===== config.mk =====
export PLATFORM = sky130hd
export DESIGN_NAME = ndpf_mul
export DESIGN_NICKNAME = d
export VERILOG_FILES = /design/src/rtl/ndpf_mul.sv
export SDC_FILE = /design/constraint.sdc
export NUM_CORES = 1
export LEC_CHECK = 0
export BUFFER_PORTS_ARGS = -buffer_cell sky130_fd_sc_hd__buf_2
export CORE_MARGIN = 10
export CORE_UTILIZATION = 53
export DETAILED_ROUTE_END_ITERATION = 10
export GPL_ROUTABILITY_DRIVEN = 0
export PLACE_DENSITY = 0.77
export SKIP_LAST_GASP = 1
export SYNTH_ARGS = -nofsm -noshare
export SYNTH_HDL_FRONTEND = slang
export SYNTH_SLANG_ARGS = --single-unit

===== constraint.sdc =====
create_clock -name clk -period 7.65 [get_ports clk]
set_input_delay 1.53 -clock clk [delete_from_list [all_inputs] [get_ports clk]]
set_output_delay 1.53 -clock clk [all_outputs]
set_load 0.05 [all_outputs]

===== src/rtl/ndpf_mul.sv =====
// shared shift-add multiplier, one multiplier bit per cycle, stops early on zero
`default_nettype none

module ndpf_mul #(
  parameter int AW = 94,
  parameter int BW = 49
) (
  input  wire logic             clk,
  input  wire logic             rst,
  input  wire logic             start,
  input  wire logic [AW-1:0]    a,
  input  wire logic [BW-1:0]    b,
  output logic                  done,
  output logic [AW+BW-1:0]      product
);

  localparam int PW = AW + BW;

  logic          busy;
  logic [PW-1:0] a_sh;
  logic [BW-1:0] b_sh;
  logic [PW-1:0] acc;

  assign done    = busy && (b_sh == '0);
  assign product = acc;

  always_ff @(posedge clk) begin
    if (rst) begin
      busy <= 1'b0;
    end else if (start) begin
      busy <= 1'b1;
    end else if (done) begin
      busy <= 1'b0;
    end
  end

  always_ff @(posedge clk) begin
    if (start) begin
      a_sh <= PW'(a);
      b_sh <= b;
      acc  <= '0;
    end else if (busy && !done) begin
      if (b_sh[0]) begin
        acc <= acc + a_sh;
      end
      a_sh <= a_sh << 1;
      b_sh <= b_sh >> 1;
    end
  end

endmodule

`default_nettype wire

Yosys cells after proc, flatten, opt, wreduce, memory -nomap -nowiden. Index checks and enable logic that the tools add are counted.

Register bits: 336. Latch bits: 0. Memory bits (writable): 0. ROM bits: 0. Bits of input ports: 146. Output and inout bits: 144. Memories: 0.

$add $sub $neg: 1. Multiply operators: 0. Divide/modulo/power cells: 0. Order comparisons: 0. Equality and inequality tests: 0. Shift-type cells: 0. Mux-type cells: 6. Bitwise logic cells: 0. Reductions and logical operators: 7.

Operator list (number): $mux W94 (2); $add A143 B143 Y143 (1); $mux W49 (2); $logic_not A49 Y1 (1); $reduce_bool A2 Y1 (2); $logic_and A1 B1 Y1 (2); $mux W1 (2); $reduce_and A2 Y1 (1); $logic_not A1 Y1 (1).

Logic depth before layout (Yosys ltp).
Word-level depth: 6. Gate-level depth with buffers: 14.

Worst setup path after synthesis. Ideal clock, no wire load.

Path type: input -> register. From: in start. To: reg a_sh[0] (enable). Data arrival time: 4.692 ns. Required time: 6.444 ns. Setup slack: 1.752 ns. Stages on the path: 5. Cells stage by stage: clkbuf_1 > inv_1 > clkbuf_1 > clkbuf_1 > nand2_1.

Longest elaborated chain between the ends: 1.

Ends and longest elaborated chain: start, declared (RTL line 10) `input wire logic start,`; $reduce_bool A2 Y1 (no source line); end signal, assigned (RTL line 39) `a_sh <= PW'(a);`; end signal, assigned (RTL line 46) `a_sh <= a_sh << 1;`; end, declared (RTL line 20) `logic [PW-1:0] a_sh;`.

Every way passes these cells. A chain may end at the register's enable or synchronous reset.

Worst setup path after layout.
From: reg acc[0], in the netlist product[0]. To: reg acc[136], in the netlist product[136].

Longest elaborated chain between the ends: 1.

Ends and longest elaborated chain: start, declared (RTL line 22) `logic [PW-1:0] acc;`; start signal, assigned (RTL line 44) `acc <= acc + a_sh;`; $add A143 B143 Y143 (RTL line 44).

Every way passes these cells.

==> flow_summary_export.csv <==
group,metric,value,unit
run,drv_cap,0,
clock_network,clk_pin_slew_worst_paths,0.06,ns
clock_network,cts_tree,"done",
synthesis,yosys-top-cells-count,"nand2_1, a21oi_1, dfxtp_1",
floorplan,row_count,76,
power_and_ir_drop,p_int,3530,µW
worst_setup_path,reg2reg_to,"product[136]",
routing,viasPerCell,6.18,
routing,wl,70700,µm
synthesis,synth_edf_count,143,
finish,instances_no_fill,3473,
synthesis,avgSynthCellArea,8.53,µm²
finish,fill_cells,3754,
placement,pre_cts_ws,3.34,ns
sta,rsz0062_at_grt,"false",
power_and_ir_drop,switching_power,1710,µW
sta,drv_slew,0,
routing,drt_first_pass_iters,6,
finish,nNetsFinal,3146,
synthesis,synth_seq_cells,336,
power_and_ir_drop,swShare,0.326,
clock_network,postCtsHoldBufs,0,
power_and_ir_drop,comb_power_share,0.241,
worst_setup_path,crit_path_end_kind,"flip-flop",
placement,dp_hpwl,54100,µm
synthesis,synth_cell_types,86,
worst_setup_path,crit_arrival,4.83,ns
synthesis,synth_most_common_cell,"nand2_1",
global_route,gr-total-overflow,0,
routing,drt_iter0_drc,2303,
clock_network,cts_buffers,38,
min_path,min_to,"product[34]",
synthesis,synthTopCellsByArea,"edfxtp_1, dfxtp_1, ha_1",
sta,period_share,0.570,
synthesis,synth_top_area_cell,"edfxtp_1",
global_route,grt_use_total,0.257,
clock_network,cts_num_sinks,336,
finish,drive_above_1_share,0.188,
synthesis,synth-async-reset-ratio,0,
power_and_ir_drop,clkPwrFrac,0.355,
power_and_ir_drop,vdd_ir_drop_max,0.165,mV
routing,drc,0,
sta,hold_violations,0,
clock_network,htreeDepth,2,
global_route,grt_pass1_wl,111000,µm
worst_setup_path,r2r_start,"product[0]",
synthesis,ys_warn_count,0,
placement,dp.cells,3402,
clock_network,clockBufferDepth,3,
sta,fin_setup_tns,0,ns
synthesis,ys_seq_area_frac,0.355,
synthesis,synth_fp_nets,2981,
clock_network,root_buffer,"clkbuf_16",
sta,worst_pin_slew,1.04,ns
worst_setup_path,critPathKind,"reg -> reg",
sta,worst_slack,3.29,ns
status,status,"finished, final reports clean",
floorplan,die_h,228,µm
sta,max_slew_margin,0.304,
synthesis,ys.flop_type,"dfxtp_1",
worst_setup_path,required,8.12,ns
global_route,grt_max_degree,106,
floorplan,io_pins,290,
power_and_ir_drop,finalPower,5230,µW
clock_network,clock_latency,0.58,ns
finish,area_delta_synth_final,12.5,%
worst_setup_path,rr_worst_depth,14,
sta,clock.fmax,230,MHz
floorplan,die_w,228,µm
synthesis,synth_cells,2692,
placement,port_buffers,289,
clock_network,ctsResizeCount,0,
power_and_ir_drop,p_per_area,203,nW/µm²
global_route,antenna_found_initial,1,
floorplan,core,43000,µm²
routing,wl_per_cell,20.4,µm
sta,min_period,4.36,ns
floorplan,initial_core_util,0.534,
synthesis,syn_area,23000,µm²
worst_setup_path,worst-path-max-fanout,6,
min_path,hold_start,"product[34]",
floorplan,die_area,52100,µm²
sta,skew,0.0184,ns
power_and_ir_drop,leakagePower,0.0109,µW
power_and_ir_drop,seqPwrFrac,0.404,
synthesis,netlist.area_leader.share,0.187,
finish,multiInputGateArea,13900,µm²
routing,ant_nets,0,
sta,setup_viol,0,
routing,vias,21500,
finish,seqCellArea,8160,µm²
min_path,hold-path-cell-count,2,
min_path,hp-class,"reg -> reg",
worst_setup_path,r2r_setup_slack,3.29,ns
clock_network,cts_setup_buffers,0,
worst_setup_path,setup.worst_path.start_class,"flip-flop",
global_route,grt_pass1_vias,20700,
cell families (layout without fill, tap and decap cells):
group,Yosys count,in the layout,share of synthesized area
buf+inv,230,425,0.0395
fa+ha+maj,143,143,0.0782
xor+xnor,107,107,0.0408
other cells,0,1,0
compound gates,788,788,0.214
simple gates,892,892,0.179
mux,196,196,0.0932
flops,336,336,0.355
cells in the final DEF (no fill, tap or decap), drive strengths merged, types with 49 or more instances in the layout:
cell type | netlist | layout
a21oi | 337 | 337
o21bai | 52 | 52
o21ai | 156 | 156
dfxtp | 193 | 193
nor2 | 188 | 188
mux2 | 143 | 143
buf | 47 | 300
nand2 | 369 | 369
nand3 | 54 | 54
clkbuf | 128 | 49
mux2i | 53 | 53
edfxtp | 143 | 143
nor3 | 60 | 60
a21o | 75 | 75
ha | 142 | 142
nand4 | 85 | 85
inv | 55 | 55
xnor2 | 62 | 62
layout make-up:
cell class	instances	share of cell area
diodes	1	0.0000969
clock buffers	49	0.0404
clock inverters	21	0.00838
inverters	55	0.00799
multi-input cells	2126	0.539
flip-flops and latches	336	0.316
well taps	585	0.0283
repair buffers	300	0.0601
registers in the layout, summed over array words and instances (netlist names):
name,flops
b_sh,49
a_sh,143
product,143
busy,1
critical path: stages (launching register included):
cell,delay (ns)
dfxtp_1,0.37
ha_1,0.23
inv_1,0.07
fa_1,0.38
nand2b_1,0.19
a21oi_1,0.31
o21ai_2,0.14
o21ai_2,0.23
a41oi_2,0.33
o41ai_2,0.67
a21bo_2,0.40
a31o_2,0.29
o2111ai_1,0.16
and3_1,0.24
o31ai_1,0.24
metal layers:
layer,track usage,vias up,routed length [µm]
met3,0.0460,165,5690
met4,0.106,0,2710
met2,0.428,962,33200
met5,0,-,0
met1,0.323,10200,29200
li1,-,10200,-
per-stage QoR:
stage	utilization	area (µm²)	hold WS, ns
4_1_cts	0.601	25800	0.469
2_1_floorplan	-	23000	0.484
6_report	0.601	25800	0.473
3_5_place_dp	0.572	24600	0.464
5_1_grt	0.601	25800	0.494
3_3_place_gp	0.572	24600	0.456
how the worst max path moves through the flow:
stage	startpoint	to	cells past startpoint	slack, ns
global placement	b_sh[11]	product[138]	12	3.41
global route	b_sh[11]	product[138]	12	2.92
detailed placement	b_sh[11]	product[138]	12	3.34
finish	product[0]	product[136]	14	3.29
CTS	b_sh[11]	product[138]	12	3.35
floorplan	start	a_sh[0]	5	1.75
power groups by stage:
| stage | registers [µW] | clock network [µW] | logic (µW) |
|---|---|---|---|
| finish | 2110 | 1860 | 1260 |
| global route | 2130 | 1960 | 1360 |
| CTS | 2110 | 1880 | 1240 |
| detailed placement | 2150 | 0 | 1230 |
| global placement | 2140 | 0 | 1210 |
| floorplan | 2260 | 0 | 799 |
Power figures use the tool's default switching activity.
